$ cat src/design/bmp24_stream_encoder_unit_defines.svh
// Assertion helpers shared by the encoder RTL.
`ifndef BMP24_STREAM_ENCODER_UNIT_DEFINES_SVH
`define BMP24_STREAM_ENCODER_UNIT_DEFINES_SVH

// Same-cycle implication, checked on every rising edge outside reset.
`define BSE_ASSERT_NOW(label, ante, cons) \
	label: assert property (@(posedge clk) disable iff (!arst_n) (ante) |-> (cons)) \
		else $error("bmp24 encoder check failed");

// Next-cycle implication, checked on every rising edge outside reset.
`define BSE_ASSERT_NEXT(label, ante, cons) \
	label: assert property (@(posedge clk) disable iff (!arst_n) (ante) |=> (cons)) \
		else $error("bmp24 encoder check failed");

`endif

$ cat src/design/bmp24se_pkg.sv
`timescale 1ns / 1ps

package bmp24se_pkg;

	localparam int DIM_BITS_DEF = 13;
	localparam int CFG_W        = 14;
	localparam int IDX_W        = 6;

	// Byte positions within the run of one pixel word
	localparam logic [IDX_W-1:0] POS_MAGIC_B   = 6'd0;
	localparam logic [IDX_W-1:0] POS_MAGIC_M   = 6'd1;
	localparam logic [IDX_W-1:0] POS_WORDS     = 6'd2;
	localparam logic [IDX_W-1:0] POS_PLANES    = 6'd26;
	localparam logic [IDX_W-1:0] POS_BPP       = 6'd28;
	localparam logic [IDX_W-1:0] POS_PIX_THIRD = 6'd54;
	localparam logic [IDX_W-1:0] POS_PIX_SEC   = 6'd55;
	localparam logic [IDX_W-1:0] POS_PIX_FIRST = 6'd56;

	// Header word slots from POS_WORDS on, four bytes each
	localparam logic [2:0] WORD_SIZE   = 3'd0;
	localparam logic [2:0] WORD_RSVD   = 3'd1;
	localparam logic [2:0] WORD_OFFSET = 3'd2;
	localparam logic [2:0] WORD_INFO   = 3'd3;
	localparam logic [2:0] WORD_WIDTH  = 3'd4;
	localparam logic [2:0] WORD_HEIGHT = 3'd5;

	localparam logic [7:0]  CHAR_B      = 8'h42;
	localparam logic [7:0]  CHAR_M      = 8'h4D;
	localparam logic [7:0]  PLANES      = 8'd1;
	localparam logic [7:0]  BPP         = 8'd24;
	localparam logic [31:0] DATA_OFFSET = 32'd54;
	localparam logic [31:0] INFO_SIZE   = 32'd40;

	localparam logic [CFG_W-1:0] WIDTH_RESET  = 14'd720;
	localparam logic [CFG_W-1:0] HEIGHT_RESET = 14'd480;

	typedef enum logic [0:0] {
		REG_IMAGE_WIDTH  = 1'b0,
		REG_IMAGE_HEIGHT = 1'b1
	} cfg_reg_t;

endpackage

$ cat src/design/bmp24_stream_encoder_unit.sv
`timescale 1ns / 1ps
// An accepted pixel word is held in pix_s1, and each of its bytes then passes through the output register.
// Throughput: one output byte per cycle while m_axis_tready is high, from a single byte-wide output
// register, so a pixel gives 3 bytes, 57 on the first pixel of a frame (header) and 3 more at most
// for row padding; the next pixel is taken in the cycle its predecessor's last byte leaves.
// Reset (arst_n low, asynchronous): counters cleared, width 720, height 480, no word held.
`include "bmp24_stream_encoder_unit_defines.svh"

module bmp24_stream_encoder_unit #(
	parameter int DIM_BITS = bmp24se_pkg::DIM_BITS_DEF
) (
	input  logic                                clk,
	input  logic                                arst_n,
	// configuration write channel
	input  logic                                cfg_valid,
	output logic                                cfg_ready,
	input  logic [0:0]                          cfg_index,
	input  logic [bmp24se_pkg::CFG_W-1:0]       cfg_data,
	// pixel input
	input  logic                                s_axis_tvalid,
	output logic                                s_axis_tready,
	input  logic [23:0]                         s_axis_tdata,  // comp_first, comp_second, comp_third
	// file byte output
	output logic                                m_axis_tvalid,
	input  logic                                m_axis_tready,
	output logic [7:0]                          m_axis_tdata,  // out_byte
	output logic                                m_axis_tlast,
	output logic [0:0]                          m_axis_tuser   // end_of_image
);

	localparam int DW = DIM_BITS + 1;
	localparam int EW = (DW > bmp24se_pkg::CFG_W) ? DW : bmp24se_pkg::CFG_W;
	localparam int RW = DW + 2;
	localparam int PW = DW + RW;
	localparam logic [EW-1:0] CAP = {{(EW-1){1'b0}}, 1'b1} << DIM_BITS;

	function automatic logic [DW-1:0] eff_dim(input logic [bmp24se_pkg::CFG_W-1:0] v);
		logic [EW-1:0] ve;
		ve = EW'(v);
		if (ve == '0) begin
			eff_dim = DW'(1);
		end else if (ve > CAP) begin
			eff_dim = DW'(CAP);
		end else begin
			eff_dim = DW'(ve);
		end
	endfunction

	// configuration
	logic [bmp24se_pkg::CFG_W-1:0] width_q, height_q;

	// frame position
	logic [DIM_BITS-1:0] col_q, row_q;

	// word held for emission
	logic                          valid_s1;
	logic [bmp24se_pkg::IDX_W-1:0] idx_q;
	logic [23:0]                   pix_s1;
	logic [1:0]                    pad_s1;
	logic                          end_s1;
	logic [DW-1:0]                 w_s1, h_s1;
	logic [RW-1:0]                 rowb_s1;
	logic [31:0]                   size_q;

	// output register
	logic       out_valid_q;
	logic [7:0] out_byte_q;
	logic       out_last_q, out_eoi_q;

	logic                          accept, out_free, emit, done, hdr;
	logic [DW-1:0]                 w_eff, h_eff, col_next, row_next;
	logic [1:0]                    pad_w;
	logic [RW-1:0]                 row_bytes;
	logic                          row_end, frame_end;
	logic [bmp24se_pkg::IDX_W-1:0] last_idx, rel;
	logic [PW-1:0]                 prod;
	logic [31:0]                   hdr_word;
	logic [7:0]                    byte_nxt;

	assign cfg_ready = 1'b1;

	assign w_eff     = eff_dim(width_q);
	assign h_eff     = eff_dim(height_q);
	assign pad_w     = 2'(2'd0 - w_eff[1:0]);
	assign row_bytes = RW'({w_eff, 1'b0}) + RW'(w_eff) + RW'(pad_w);
	assign col_next  = DW'(col_q) + DW'(1);
	assign row_next  = DW'(row_q) + DW'(1);
	assign row_end   = col_next >= w_eff;
	assign frame_end = row_end && (row_next >= h_eff);
	assign hdr       = (col_q == '0) && (row_q == '0);

	assign last_idx = bmp24se_pkg::POS_PIX_FIRST + bmp24se_pkg::IDX_W'(pad_s1);
	assign out_free = !out_valid_q || m_axis_tready;
	assign emit     = valid_s1 && out_free;
	assign done     = emit && (idx_q == last_idx);

	assign s_axis_tready = !valid_s1 || done;
	assign accept        = s_axis_tvalid && s_axis_tready;

	assign prod = PW'(h_s1) * PW'(rowb_s1);
	assign rel  = idx_q - bmp24se_pkg::POS_WORDS;

	always_comb begin
		case (rel[4:2])
			bmp24se_pkg::WORD_SIZE:   hdr_word = size_q;
			bmp24se_pkg::WORD_RSVD:   hdr_word = '0;
			bmp24se_pkg::WORD_OFFSET: hdr_word = bmp24se_pkg::DATA_OFFSET;
			bmp24se_pkg::WORD_INFO:   hdr_word = bmp24se_pkg::INFO_SIZE;
			bmp24se_pkg::WORD_WIDTH:  hdr_word = 32'(w_s1);
			bmp24se_pkg::WORD_HEIGHT: hdr_word = 32'd0 - 32'(h_s1);
			default:                  hdr_word = '0;
		endcase
	end

	always_comb begin
		if (idx_q == bmp24se_pkg::POS_MAGIC_B) begin
			byte_nxt = bmp24se_pkg::CHAR_B;
		end else if (idx_q == bmp24se_pkg::POS_MAGIC_M) begin
			byte_nxt = bmp24se_pkg::CHAR_M;
		end else if (idx_q < bmp24se_pkg::POS_PLANES) begin
			byte_nxt = 8'(hdr_word >> {rel[1:0], 3'b000});
		end else if (idx_q == bmp24se_pkg::POS_PLANES) begin
			byte_nxt = bmp24se_pkg::PLANES;
		end else if (idx_q == bmp24se_pkg::POS_BPP) begin
			byte_nxt = bmp24se_pkg::BPP;
		end else if (idx_q == bmp24se_pkg::POS_PIX_THIRD) begin
			byte_nxt = pix_s1[23:16];
		end else if (idx_q == bmp24se_pkg::POS_PIX_SEC) begin
			byte_nxt = pix_s1[15:8];
		end else if (idx_q == bmp24se_pkg::POS_PIX_FIRST) begin
			byte_nxt = pix_s1[7:0];
		end else begin
			byte_nxt = '0;
		end
	end

	always_ff @(posedge clk or negedge arst_n) begin
		if (!arst_n) begin
			width_q  <= bmp24se_pkg::WIDTH_RESET;
			height_q <= bmp24se_pkg::HEIGHT_RESET;
		end else if (cfg_valid) begin
			case (bmp24se_pkg::cfg_reg_t'(cfg_index))
				bmp24se_pkg::REG_IMAGE_WIDTH:  width_q  <= cfg_data;
				bmp24se_pkg::REG_IMAGE_HEIGHT: height_q <= cfg_data;
				default: ;
			endcase
		end
	end

	always_ff @(posedge clk or negedge arst_n) begin
		if (!arst_n) begin
			valid_s1    <= 1'b0;
			idx_q       <= '0;
			col_q       <= '0;
			row_q       <= '0;
			out_valid_q <= 1'b0;
		end else begin
			if (accept) begin
				valid_s1 <= 1'b1;
				idx_q    <= hdr ? bmp24se_pkg::POS_MAGIC_B : bmp24se_pkg::POS_PIX_THIRD;
				if (row_end) begin
					col_q <= '0;
					row_q <= frame_end ? '0 : DIM_BITS'(row_next);
				end else begin
					col_q <= DIM_BITS'(col_next);
				end
			end else if (done) begin
				valid_s1 <= 1'b0;
			end else if (emit) begin
				idx_q <= idx_q + bmp24se_pkg::IDX_W'(1);
			end
			if (out_free) begin
				out_valid_q <= emit;
			end
		end
	end

	always_ff @(posedge clk) begin
		if (accept) begin
			pix_s1  <= s_axis_tdata;
			pad_s1  <= row_end ? pad_w : 2'd0;
			end_s1  <= frame_end;
			w_s1    <= w_eff;
			h_s1    <= h_eff;
			rowb_s1 <= row_bytes;
		end
		// size settles while 'B' goes out, well before its first byte is needed
		if (valid_s1 && idx_q == bmp24se_pkg::POS_MAGIC_B) begin
			size_q <= 32'(prod) + bmp24se_pkg::DATA_OFFSET;
		end
		if (emit) begin
			out_byte_q <= byte_nxt;
			out_last_q <= idx_q == last_idx;
			out_eoi_q  <= (idx_q == last_idx) && end_s1;
		end
	end

	assign m_axis_tvalid = out_valid_q;
	assign m_axis_tdata  = out_byte_q;
	assign m_axis_tlast  = out_last_q;
	assign m_axis_tuser  = out_eoi_q;

	`BSE_ASSERT_NOW(a_eoi_is_last, m_axis_tvalid && m_axis_tuser[0], m_axis_tlast)
	`BSE_ASSERT_NOW(a_idx_bound, valid_s1, idx_q <= last_idx)
	`BSE_ASSERT_NOW(a_frame_wraps, done && end_s1, col_q == '0 && row_q == '0)
	`BSE_ASSERT_NEXT(a_hdr_start, accept && hdr, valid_s1 && idx_q == bmp24se_pkg::POS_MAGIC_B)

endmodule

$ cat config.mk
export PLATFORM = sky130hd
export DESIGN_NAME = bmp24_stream_encoder_unit
export DESIGN_NICKNAME = d
export VERILOG_FILES = /design/src/design/bmp24se_pkg.sv /design/src/design/bmp24_stream_encoder_unit.sv
export VERILOG_INCLUDE_DIRS = /design/src /design/src/design
export SDC_FILE = /design/constraint.sdc
export NUM_CORES = 1
export LEC_CHECK = 0
export BUFFER_PORTS_ARGS = -buffer_cell sky130_fd_sc_hd__buf_2
export CORE_MARGIN = 1
export CORE_UTILIZATION = 45
export DETAILED_ROUTE_END_ITERATION = 12
export REMOVE_ABC_BUFFERS = 1
export SKIP_CTS_REPAIR_TIMING = 1
export SLEW_MARGIN = 20
export SYNTH_ARGS = -nofsm -noshare
export SYNTH_HDL_FRONTEND = slang
export SYNTH_SLANG_ARGS = --single-unit
export TNS_END_PERCENT = 50
$ cat constraint.sdc
create_clock -name clk -period 7.2 [get_ports clk]
set_input_delay 0.72 -clock clk [delete_from_list [all_inputs] [get_ports clk]]
set_output_delay 0.72 -clock clk [all_outputs]
set_load 0.01 [all_outputs]
# == Yosys cells after proc, flatten, opt, wreduce, memory -nomap -nowiden ==
# Index checks and enable logic that the tools add are counted.
# totals
inputBits,44
output_inout_bits,13
register_bits,175
word_cells,92
# classes
n_mux,20
eq_ne,12
addsub,10
n_reduce_logical,24
multipliers,1
bitwise_logic,1
shift,1
n_lt_le_gt_ge,5
# op_table
op,count
32-bit case mux with 5 select lines,1
14-bit two-way mux,4
8-bit two-way mux,6
32-bit by 5-bit right shift with 8-bit output,1
"30-bit by 6-bit adder with 31-bit output, second input constant",1
14-bit by 16-bit multiplier with 30-bit output,1
"13-bit by 1-bit adder with 14-bit output, second input constant",2
14-bit greater-or-equal comparator,2
"14-bit greater-than comparator, second input constant",2
14-bit zero test,2
13-bit zero test,2
13-bit two-way mux,2
6-bit two-way mux,4
"6-bit equality test, second input constant",3
15-bit by 14-bit adder with 16-bit output,1
16-bit by 2-bit adder with 16-bit output,1
"1-bit by 14-bit subtractor with 15-bit output, first input constant",1
"6-bit by 5-bit equality test with 1-bit output, second input constant",2
2-bit AND reduction,4
1-bit logical AND,7
"6-bit by 1-bit adder with 6-bit output, second input constant",1
"3-bit by 2-bit equality test with 1-bit output, second input constant",2
"3-bit equality test, second input constant",2
"6-bit by 1-bit equality test with 1-bit output, second input constant",1
other kinds (15),19

# == Logic depth before layout (Yosys ltp) ==
# Gate-level depths: netlist (run 1).
# logic_depth
word_depth,8
depth_mapped,23
mapped_depth_nobuf,21

# == Worst setup path after synthesis (run 1) ==
# Ideal clock, no wire load.
# synth_timing
path_type,flip-flop to flip-flop
startpoint,register h_s1[3]
endpoint,register size_q[27] (data pin)
t_required_ps,7065
period_less_slack_ps,6126
path_stages_with_launch,22
setup_time_ps,135
arrival_ps,5991
n_path_buf,2
setup_slack_ps,1074
cell_sequence,edfxtp_1 clkbuf_1 clkbuf_1 and2_1 fa_1 inv_1 fa_1 inv_1 fa_1 fa_1 fa_1 inv_1 fa_1 inv_1 ha_1 a21o_1 o32ai_1 a31oi_2 a21o_1 or3b_4 a2111o_1 nand3_1
# synth_via
elab_chain_len,2
# synth_rtl
item,line_no,source
"start, declared",bmp24_stream_encoder_unit.sv:61,"logic [DW-1:0] w_s1, h_s1;"
"start signal, assigned",bmp24_stream_encoder_unit.sv:184,h_s1 <= h_eff;
14-bit by 16-bit multiplier with 30-bit output,bmp24_stream_encoder_unit.sv:100,assign prod = PW'(h_s1) * PW'(rowb_s1);
30-bit by 6-bit adder with 31-bit output,bmp24_stream_encoder_unit.sv:189,size_q <= 32'(prod) + bmp24se_pkg::DATA_OFFSET;
"end signal, assigned",bmp24_stream_encoder_unit.sv:189,
"end, declared",bmp24_stream_encoder_unit.sv:63,logic [31:0] size_q;
# No other way between the ends.
# A chain may end at the register's enable or synchronous reset.

# == Worst setup path in the final report (run 1) ==
# layout_timing
startpoint,register rowb_s1[8]
endpoint,register size_q[27] (data pin)
# layout_via
elab_chain_len,2
# layout_rtl
item,line_no,source
"start, declared",bmp24_stream_encoder_unit.sv:62,logic [RW-1:0] rowb_s1;
"start signal, assigned",bmp24_stream_encoder_unit.sv:185,rowb_s1 <= row_bytes;
14-bit by 16-bit multiplier with 30-bit output,bmp24_stream_encoder_unit.sv:100,
30-bit by 6-bit adder with 31-bit output,bmp24_stream_encoder_unit.sv:189,
# No other way between the ends.

==> reports/qor.csv, run 1 <==
stage;metric;value;unit
die;boundary pin count;57;
setup_path;Crit path top cell by count;fa_1;
drt;Via density;5.389;
die;Site Rows;69;
clock_tree;CTS Sinks;171;
worst_hold_path;HP Class;in -> reg;
clock_tree;CTS max path bufs;2;
placement;dpl cell area;17300;µm²
setup_path;CP arrival;6.81;ns
placement;Routability Congestion;0.8871;
status;run status;finished, final reports clean;
worst_hold_path;hold worst-path end;pix_s1[8]$_DFFE_PP_;
die;Die Wd;194.1;µm
worst_hold_path;critical hold path startpoint;s_axis_tdata[8];
placement;Final HPWL DP;31770;µm
yosys;Post-Syn Instances;1686;
setup_path;Critical-path top delay cell;edfxtp_1;
yosys;Async SR Flop Fraction;36.26;%
setup_path;Reg2Reg Depth;19;
drt;Post-Route WL;39930;µm
drt;Via Count;11730;
setup_path;Setup crit start kind;register;
clock_tree;clock latency on the worst-skew pair;0.44;ns
setup_path;crit-path max cell delay;0.66;ns
placement;Inst Count DP;2144;
timing;Period minus WS final;6.503;ns
final_layout;fraction of layout cells with a size suffix above 1;9.621;%
setup_path;critical-path cell list;and2_1 > fa_1 > inv_1 > fa_1 > inv_1 > fa_1 > fa_1 > fa_1 > inv_1 > fa_1 > inv_1 > ha_1 > a21o_1 > o32ai_1 > a31oi_2 > a21o_1 > or3b_4 > a2111o_1 > nand3_1;
setup_path;Reg2Reg Capture Point;size_q[27]$_DFFE_PP_;
final_layout;Ant. Diodes;0;
power;Overall Power;5505;µW
clock_tree;Root Buffer;clkbuf_16;
final_layout;area occupied by multi-input gates;10490;µm²
yosys;Distinct cells, synth;70;
timing;final setup TNS;0;ns
final_layout;synthesis-to-layout area growth;7.742;%
yosys;total of warnings raised by yosys;0;
setup_path;R2R Path Start;rowb_s1[8]$_DFFE_PP_;
power;static leakage;0.008493;µW
die;Die Ht;194.1;µm
final_layout;Layout Cells excl Fill;2176;
drt;residual DRC count;0;
drt;Routed Antenna Nets;0;
yosys;Post-synth EDFFs;109;
clock_tree;clock slew at reported path FFs;0.07;ns
yosys;main flop type after synthesis;edfxtp_1;
die;initial core utilization;46.21;%
setup_path;Max FO, Critical Path;14;
final_layout;final instance area;17880;µm²
die;Core Region;35910;µm²
power;power density cells;307.8;nW/µm²
global_route;GRT overflow;0;
timing;Clock Skew;0.01509;ns
final_layout;Final #Nets;2074;
job;Max Cap Viol;0;
drt;Pre-antenna DRT Iters;5;
setup_path;Critical Path RT;7.50;ns
timing;crit share post-route;90.32;%
drt;iteration-0 DRC count of the detailed router;816;
global_route;vias in the first global route;12500;
timing;Final Max Slew Viols;0;
setup_path;Setup crit end kind;register;
placement;count of input and output buffers;55;
clock_tree;CTS H-tree lvls;4;
timing;Final setup viols;0;
clock_tree;CTS tree;built;
global_route;Total GRT Usage;22.27;%
setup_path;Worst setup startpoint;rowb_s1[8]$_DFFE_PP_;
drt;drt wl/cell;18.35;µm
timing;Fmax achieved;153.8;MHz
global_route;largest net degree at the start of global routing;63;
timing;Tightest Pin Transition;0.9122;ns
global_route;first-pass GRT wire length;66100;µm
yosys;synthesized flop and latch total;171;
final_layout;FILL cells;3370;
setup_path;Crit Path Category;reg -> reg;
die;die area;37660;µm²
power;maximum VDD drop;0.1854;mV
final_layout;sequential cell area;4835;µm²
setup_path;reg-to-reg setup timing slack;0.70;ns
final_layout;commonest non-fill, non-tap cell in the layout;inv_1;
clock_tree;CTS buffer count;17;
yosys;Mean Syn Cell Area;9.844;µm²
timing;RSZ-0062 raised after global routing;no;
timing;slew margin rel.;39.18;%
global_route;initial antenna violation count;1;
worst_hold_path;Cells on Worst Hold Path;1;
final_layout;commonest cells after routing, fill and taps aside;inv_1, nand2_1, ha_1;
yosys;register area share after synthesis;29.13;%
timing;final hold vios;0;
yosys;Mapped Area;16600;µm²
state kept, by name, summed over array words and instances (netlist names):
name           cells
end_s1             1
m_axis_tuser       1
valid_s1           1
m_axis_tvalid      1
rowb_s1           14
size_q            30
height_q          14
width_q           14
m_axis_tlast       1
w_s1              14
m_axis_tdata       8
h_s1              14
row_q             13
col_q             13
idx_q              6
pad_s1             2
pix_s1            24
cell families after synthesis:
| kind of cell | share of synthesized area, % |
|---|---|
| xor gates and xnor gates | 3.958 |
| buffers and inverters | 7.659 |
| muxes | 2.616 |
| other | 0.02259 |
| DFF | 29.13 |
| adders and majority gates | 31.96 |
| AOI/OAI and AO/OA | 9.732 |
| and+or+nand+nor | 14.92 |
report_power, final:
part           switching (µW)  internal [µW]  total [µW]  leakage, µW
Combinational            1860           1290        3140      0.00645
Clock                     413            516         929     0.000282
Sequential                142           1290        1430      0.00176
through the flow:
stage / hold slack (ns) / worst slack, ns / utilization, %
after floorplan: 0.4244 / 1.165 / -
after global placement: 0.5091 / 0.8166 / 48.16
after detailed placement: 0.5125 / 0.7012 / 48.17
after CTS: 0.4366 / 0.6731 / 49.79
after global routing: 0.4394 / 0.4075 / 49.79
final: 0.4547 / 0.6968 / 49.79
cells in the mapped netlist, types with 16 or more instances:
cell | n | area, µm²
a21oi_1 | 55 | 275.3
dfrtp_1 | 54 | 1351
ha_1 | 168 | 2102
nand3_1 | 29 | 145.1
edfxtp_1 | 109 | 3273
nor3_1 | 24 | 120.1
nand2_1 | 197 | 739.5
and2_1 | 122 | 763.2
mux2_2 | 35 | 394.1
clkbuf_1 | 61 | 229.0
o21ai_0 | 45 | 225.2
and3_1 | 16 | 100.1
a22o_1 | 18 | 157.7
xor2_1 | 26 | 227.7
xnor2_1 | 49 | 429.2
inv_1 | 255 | 957.2
nor2_1 | 49 | 183.9
fa_1 | 160 | 3203
routing by layer:
metal / up-vias / GRT usage, % / share of wire, %
li1: 5602 / - / -
met1: 5825 / 32.01 / 48
met2: 260 / 35.86 / 46
met3: 39 / 2.748 / 4.7
met4: 0 / 5.056 / 1.6
met5: - / 0 / 0
worst max-delay path by stage:
| stage | to | slack [ns] | cells after the start |
|---|---|---|---|
| after floorplan | size_q[27]$_DFFE_PP_ | 1.16 | 21 |
| after global placement | size_q[27]$_DFFE_PP_ | 0.82 | 19 |
| after detailed placement | size_q[27]$_DFFE_PP_ | 0.70 | 19 |
| after CTS | size_q[27]$_DFFE_PP_ | 0.67 | 19 |
| after global routing | size_q[29]$_DFFE_PP_ | 0.41 | 21 |
| final | size_q[27]$_DFFE_PP_ | 0.70 | 19 |
layout make-up:
| type | count | area share [%] |
|---|---|---|
| Sequential cell | 171 | 27.04 |
| Inverter | 256 | 5.374 |
| Clock inverter | 15 | 0.8816 |
| Timing Repair Buffer | 76 | 2.421 |
| Tap cell | 461 | 3.226 |
| Clock buffer | 17 | 2.379 |
| Multi-Input combinational cell | 1180 | 58.68 |
worst max-delay path: cells and delay by family, from the launching register on:
family	cells	cell delay, ns
buf+inv	4	0.22
compound gates	5	1.25
simple gates	3	0.79
flops	1	0.66
fa+ha+maj	7	3.47
(Power assumes the default switching activity.)
==> run 2, diff against run 1 <==
Settings changed: CORE_UTILIZATION 45 to 25.
==> run 2 against run 1 <==
Net effect: global-route usage down 9.9 points; final area up 3.2%; sequential cell count unchanged; cell count up 19%; via count up 1.8%; die area up 79%; utilization down 22 points; routed wire length up 1.5%; setup slack worse by 0.013 ns.
==> reports/qor.csv, run 2 (synthesis gave the netlist of run 1 again) <==
stage;metric;value;unit;change
status;run status;finished, final reports clean;;unchanged
drt;drt wl/cell;15.70;µm;was 18.35 µm
timing;Fmax achieved;153.5;MHz;was 153.8 MHz
setup_path;Setup crit end kind;register;;unchanged
timing;Tightest Pin Transition;0.9142;ns;was 0.9122 ns
clock_tree;CTS tree;built;;unchanged
timing;Final setup viols;0;;unchanged
final_layout;max reg flops;30;;unchanged
die;Core Region;65750;µm²;was 35910 µm²
clock_tree;CTS H-tree lvls;4;;unchanged
timing;final hold vios;0;;unchanged
timing;RSZ-0062 raised after global routing;no;;unchanged
die;Site Rows;94;;was 69
timing;slew margin rel.;38.83;%;was 39.18%
power;Overall Power;5562;µW;was 5505 µW
timing;crit share post-route;90.50;%;was 90.32%
drt;Via density;4.623;;was 5.389
final_layout;fraction of layout cells with a size suffix above 1;9.552;%;was 9.621%
die;Die Ht;259.7;µm;was 194.1 µm
setup_path;CP arrival;6.83;ns;was 6.81 ns
die;Die Wd;259.7;µm;was 194.1 µm
timing;Clock Skew;0.01483;ns;was 0.01509 ns
final_layout;Final Util;28.06;%;was 49.79%
setup_path;Max FO, Critical Path;19;;was 14
final_layout;commonest non-fill, non-tap cell in the layout;inv_1;;unchanged
setup_path;Setup crit start kind;register;;unchanged
timing;Final Max Slew Viols;0;;unchanged
final_layout;Ant. Diodes;0;;unchanged
final_layout;Largest regs;size_q x30, pix_s1 x24;;unchanged
timing;Period minus WS final;6.516;ns;was 6.503 ns
setup_path;reg-to-reg setup timing slack;0.68;ns;was 0.70 ns
global_route;vias in the first global route;12400;;was 12500
setup_path;Critical Path RT;7.52;ns;was 7.50 ns
drt;iteration-0 DRC count of the detailed router;993;;was 816
power;power density cells;301.5;nW/µm²;was 307.8 nW/µm²
final_layout;commonest cells after routing, fill and taps aside;inv_1, nand2_1, ha_1;;unchanged
timing;final setup margin;0.6841;ns;was 0.6968 ns
global_route;first-pass GRT wire length;66360;µm;was 66100 µm
global_route;Total GRT Usage;12.36;%;was 22.27%
job;Max Cap Viol;0;;unchanged
drt;Via Count;11930;;was 11730
drt;Routed Antenna Nets;0;;unchanged
clock_tree;clock slew at reported path FFs;0.07;ns;about the same
drt;residual DRC count;0;;unchanged
power;maximum VDD drop;0.1665;mV;was 0.1854 mV
setup_path;Crit Path Category;reg -> reg;;unchanged
drt;Pre-antenna DRT Iters;6;;was 5
timing;final setup TNS;0;ns;unchanged
die;initial core utilization;25.24;%;was 46.21%
global_route;largest net degree at the start of global routing;86;;was 63
final_layout;synthesis-to-layout area growth;11.14;%;was 7.742%
global_route;GRT overflow;0;;unchanged
placement;Final HPWL DP;32180;µm;was 31770 µm
die;die area;67420;µm²;was 37660 µm²
final_layout;FILL cells;6783;;was 3370
power;static leakage;0.008530;µW;was 0.008493 µW
drt;Post-Route WL;40530;µm;was 39930 µm
clock_tree;CTS max path bufs;2;;unchanged
clock_tree;clock latency on the worst-skew pair;0.44;ns;about the same
placement;dpl cell area;17810;µm²;was 17300 µm²
clock_tree;CTS Sinks;171;;unchanged
global_route;initial antenna violation count;0;;was 1
final_layout;final instance area;18450;µm²;was 17880 µm²
clock_tree;Root Buffer;clkbuf_16;;unchanged
final_layout;Top reg by flops;size_q;;unchanged
placement;Routability Congestion;0.8961;;was 0.8871
worst_hold_path;HP Class;in -> reg;;unchanged
placement;count of input and output buffers;55;;unchanged
clock_tree;CTS buffer count;17;;unchanged
final_layout;Final #Nets;2076;;was 2074
die;boundary pin count;57;;unchanged
placement;DP Worst Slack;0.6703;ns;was 0.7012 ns
[run 2: cell type report]
class | count | area [µm²] | share of cell area (%)
Multi-Input combinational cell | 1180 | 10490 | 56.87
Clock inverter | 10 | 135.1 | 0.7326
Timing Repair Buffer | 78 | 467.9 | 2.537
Tap cell | 864 | 1081 | 5.860
Inverter | 256 | 960.9 | 5.209
Sequential cell | 171 | 4835 | 26.21
Clock buffer | 22 | 475.5 | 2.578
[run 2: critical path, stage by stage, from the launching register on]
cell,delay (ns)
edfxtp_1,0.66
and2_1,0.27
fa_1,0.49
inv_1,0.05
fa_1,0.52
inv_1,0.06
fa_1,0.51
inv_1,0.05
fa_1,0.48
inv_1,0.05
fa_1,0.53
inv_1,0.06
fa_1,0.53
inv_1,0.04
ha_1,0.36
o21a_1,0.15
o32ai_1,0.32
a31oi_2,0.16
a21o_1,0.24
or3b_4,0.41
a2111o_1,0.37
nand3_1,0.08
[run 2: final timing paths]
| path | start | to | depth (start not counted) |
|---|---|---|---|
| setup / recovery | h_s1[3]$_DFFE_PP_ | size_q[27]$_DFFE_PP_ | 21 |
| hold / removal | s_axis_tdata[12] | pix_s1[12]$_DFFE_PP_ | 1 |
| setup reg to reg | h_s1[3]$_DFFE_PP_ | size_q[27]$_DFFE_PP_ | 21 |
| hold reg to reg | m_axis_tvalid$_DFFE_PN0N_ | m_axis_tvalid$_DFFE_PN0N_ | 2 |
| max in group asynchronous | arst_n | idx_q[4]$_DFFE_PN0P_ | 2 |
| min in group asynchronous | arst_n | row_q[4]$_DFFE_PN0P_ | 2 |
[run 2: per-layer routing]
metal / share of wire, % / vias up / global-route usage [%]
li1: - / 5613 / -
met4: 1.5 / 0 / 2.435
met5: 0 / - / 0
met2: 47 / 281 / 20.61
met3: 4.5 / 43 / 1.803
met1: 47 / 5995 / 16.95
[run 2: report_power, final]
part	switching (µW)	total (µW)	internal [µW]
clock	397	974	577
sequential	163	1450	1290
combinational	1850	3130	1290
[run 2: metrics by stage]
step	std cells	hold slack, ns
detailed placement	2548	0.5199
finish	2581	0.4530
global route	2581	0.4389
CTS	2580	0.4409
global placement	2548	0.5051
floorplan	1607	0.4244
==> run 3, diff against run 2 <==
Settings changed: BUFFER_PORTS_ARGS -buffer_cell sky130_fd_sc_hd__buf_2 to -buffer_cell sky130_fd_sc_hd__buf_4, CORE_MARGIN 1 to not set.
==> run 3 against run 2 <==
Net effect: setup slack got worse by 0.12 ns; total power grew 0.78%; critical path depth decreased by 2; sequential share of layout area down 0.17 points; via count is 0.65% higher; final area increased by 0.65%; register-to-register slack worse by 0.12 ns; hold slack worse by 0.084 ns; critical endpoint is now size_q[29]$_DFFE_PP_.
==> reports/qor.csv, run 3 (synthesis gave the netlist of run 1 again) <==
stage;metric;value;unit;change
final_layout;Largest regs;size_q x30, pix_s1 x24;;unchanged
worst_hold_path;HP Class;in -> async;;was in -> reg
setup_path;Setup crit end kind;register;;unchanged
global_route;largest net degree at the start of global routing;86;;unchanged
final_layout;fraction of layout cells with a size suffix above 1;9.499;%;was 9.552%
clock_tree;CTS tree;built;;unchanged
timing;final hold vios;0;;unchanged
global_route;first-pass GRT wire length;66000;µm;was 66360 µm
drt;Routed Antenna Nets;0;;unchanged
setup_path;Setup crit start kind;register;;unchanged
setup_path;Critical Path RT;7.39;ns;was 7.52 ns
status;run status;finished, final reports clean;;unchanged
timing;slew margin rel.;27.73;%;was 38.83%
drt;Via density;4.655;;was 4.623
clock_tree;Root Buffer;clkbuf_16;;unchanged
power;maximum VDD drop;0.2152;mV;was 0.1665 mV
timing;final setup TNS;0;ns;unchanged
global_route;vias in the first global route;12200;;was 12400
setup_path;R2R Path Start;h_s1[3]$_DFFE_PP_;;unchanged
drt;Via Count;12010;;was 11930
final_layout;commonest cells after routing, fill and taps aside;inv_1, nand2_1, ha_1;;unchanged
timing;RSZ-0062 raised after global routing;no;;unchanged
clock_tree;clock slew at reported path FFs;0.06;ns;was 0.07 ns
placement;Final HPWL DP;32420;µm;was 32180 µm
clock_tree;CTS H-tree lvls;4;;unchanged
die;die area;67420;µm²;unchanged
timing;Clock Skew;0.009214;ns;was 0.01483 ns
setup_path;Crit Path Category;reg -> reg;;unchanged
final_layout;Ant. Diodes;0;;unchanged
die;initial core utilization;25.24;%;unchanged
die;Core Region;65750;µm²;unchanged
clock_tree;clock latency on the worst-skew pair;0.44;ns;about the same
drt;Pre-antenna DRT Iters;6;;unchanged
timing;Tightest Pin Transition;1.084;ns;was 0.9142 ns
clock_tree;CTS buffer count;17;;unchanged
drt;drt wl/cell;15.84;µm;was 15.70 µm
timing;crit share post-route;92.14;%;was 90.50%
timing;Hold Worst Slack;0.3691;ns;was 0.4530 ns
setup_path;CP arrival;6.83;ns;about the same
drt;iteration-0 DRC count of the detailed router;781;;was 993
global_route;Total GRT Usage;12.43;%;was 12.36%
power;power density cells;301.9;nW/µm²;was 301.5 nW/µm²
die;Die Ht;259.7;µm;unchanged
placement;Routability Congestion;0.9181;;was 0.8961
placement;count of input and output buffers;55;;unchanged
final_layout;max reg flops;30;;unchanged
final_layout;synthesis-to-layout area growth;11.87;%;was 11.14%
global_route;GRT overflow;0;;unchanged
final_layout;commonest non-fill, non-tap cell in the layout;inv_1;;unchanged
timing;Final setup viols;0;;unchanged
setup_path;Max FO, Critical Path;19;;unchanged
final_layout;Top reg by flops;size_q;;unchanged
setup_path;Worst setup startpoint;h_s1[3]$_DFFE_PP_;;unchanged
clock_tree;CTS Sinks;171;;unchanged
job;Max Cap Viol;0;;unchanged
die;Die Wd;259.7;µm;unchanged
clock_tree;CTS max path bufs;2;;unchanged
timing;Period minus WS final;6.634;ns;was 6.516 ns
drt;Post-Route WL;40880;µm;was 40530 µm
setup_path;reg-to-reg setup timing slack;0.57;ns;was 0.68 ns
timing;Final Max Slew Viols;0;;unchanged
die;boundary pin count;57;;unchanged
drt;residual DRC count;0;;unchanged
die;Site Rows;94;;unchanged
power;static leakage;0.008560;µW;was 0.008530 µW
timing;Fmax achieved;150.7;MHz;was 153.5 MHz
final_layout;Final #Nets;2075;;was 2076
global_route;initial antenna violation count;1;;was 0
-- run 3: path summary, 6_finish.rpt --
check,endpoint,depth (start not counted)
hold / removal,width_q[8]$_DFFE_PN0P_,1
min in group clk,pix_s1[10]$_DFFE_PP_,1
setup reg to reg,size_q[29]$_DFFE_PP_,19
setup / recovery,size_q[29]$_DFFE_PP_,19
max in group asynchronous,idx_q[3]$_DFFE_PN0P_,1
hold reg to reg,m_axis_tvalid$_DFFE_PN0N_,2
-- run 3: routing by layer --
metal | part of all wire, % | vias up | GRT usage [%] | routed length, µm
met3 | 5.0 | 46 | 2.125 | 2063
met4 | 1.7 | 2 | 2.925 | 707
met1 | 45 | 6029 | 16.80 | 18520
li1 | - | 5613 | - | -
met5 | 0.032 | - | 0 | 13
met2 | 48 | 320 | 20.56 | 19580
-- run 3: final cells by class --
type                       count  area, µm²
fill                        6749      47180
multi-input combinational   1180      10490
sequential                   171       4835
tap                          864       1081
inverter                     256      960.9
timing repair buffer          77      578.1
clock buffer                  18      429.2
clock inverter                14      191.4
-- run 3: per-stage QoR --
stage	total power, µW	util, %	cells	cell area (µm²)	setup slack (ns)
global route	6106	28.24	2580	18570	0.2813
floorplan	3738	-	1607	16290	1.165
detailed placement	4616	27.30	2548	17950	0.5868
finish	5606	28.24	2580	18570	0.5661
CTS	5637	28.24	2580	18570	0.5867
global placement	4577	27.30	2548	17950	0.7882
-- run 3: worst max-delay path, stage by stage (launching register included) --
cell,delay [ns]
edfxtp_1,0.67
and2_1,0.28
fa_1,0.52
inv_1,0.06
fa_1,0.54
inv_1,0.06
fa_1,0.53
fa_1,0.44
fa_1,0.54
inv_1,0.05
fa_1,0.54
inv_1,0.04
ha_1,0.37
a21o_1,0.19
o32ai_1,0.39
a31oi_2,0.17
a221oi_1,0.55
o211ai_1,0.14
a31oi_1,0.22
xnor2_1,0.08
-- run 3: where the power goes --
part	total [µW]	switching, µW	internal (µW)
clock	991	409	583
combinational	3160	1860	1300
sequential	1450	162	1290
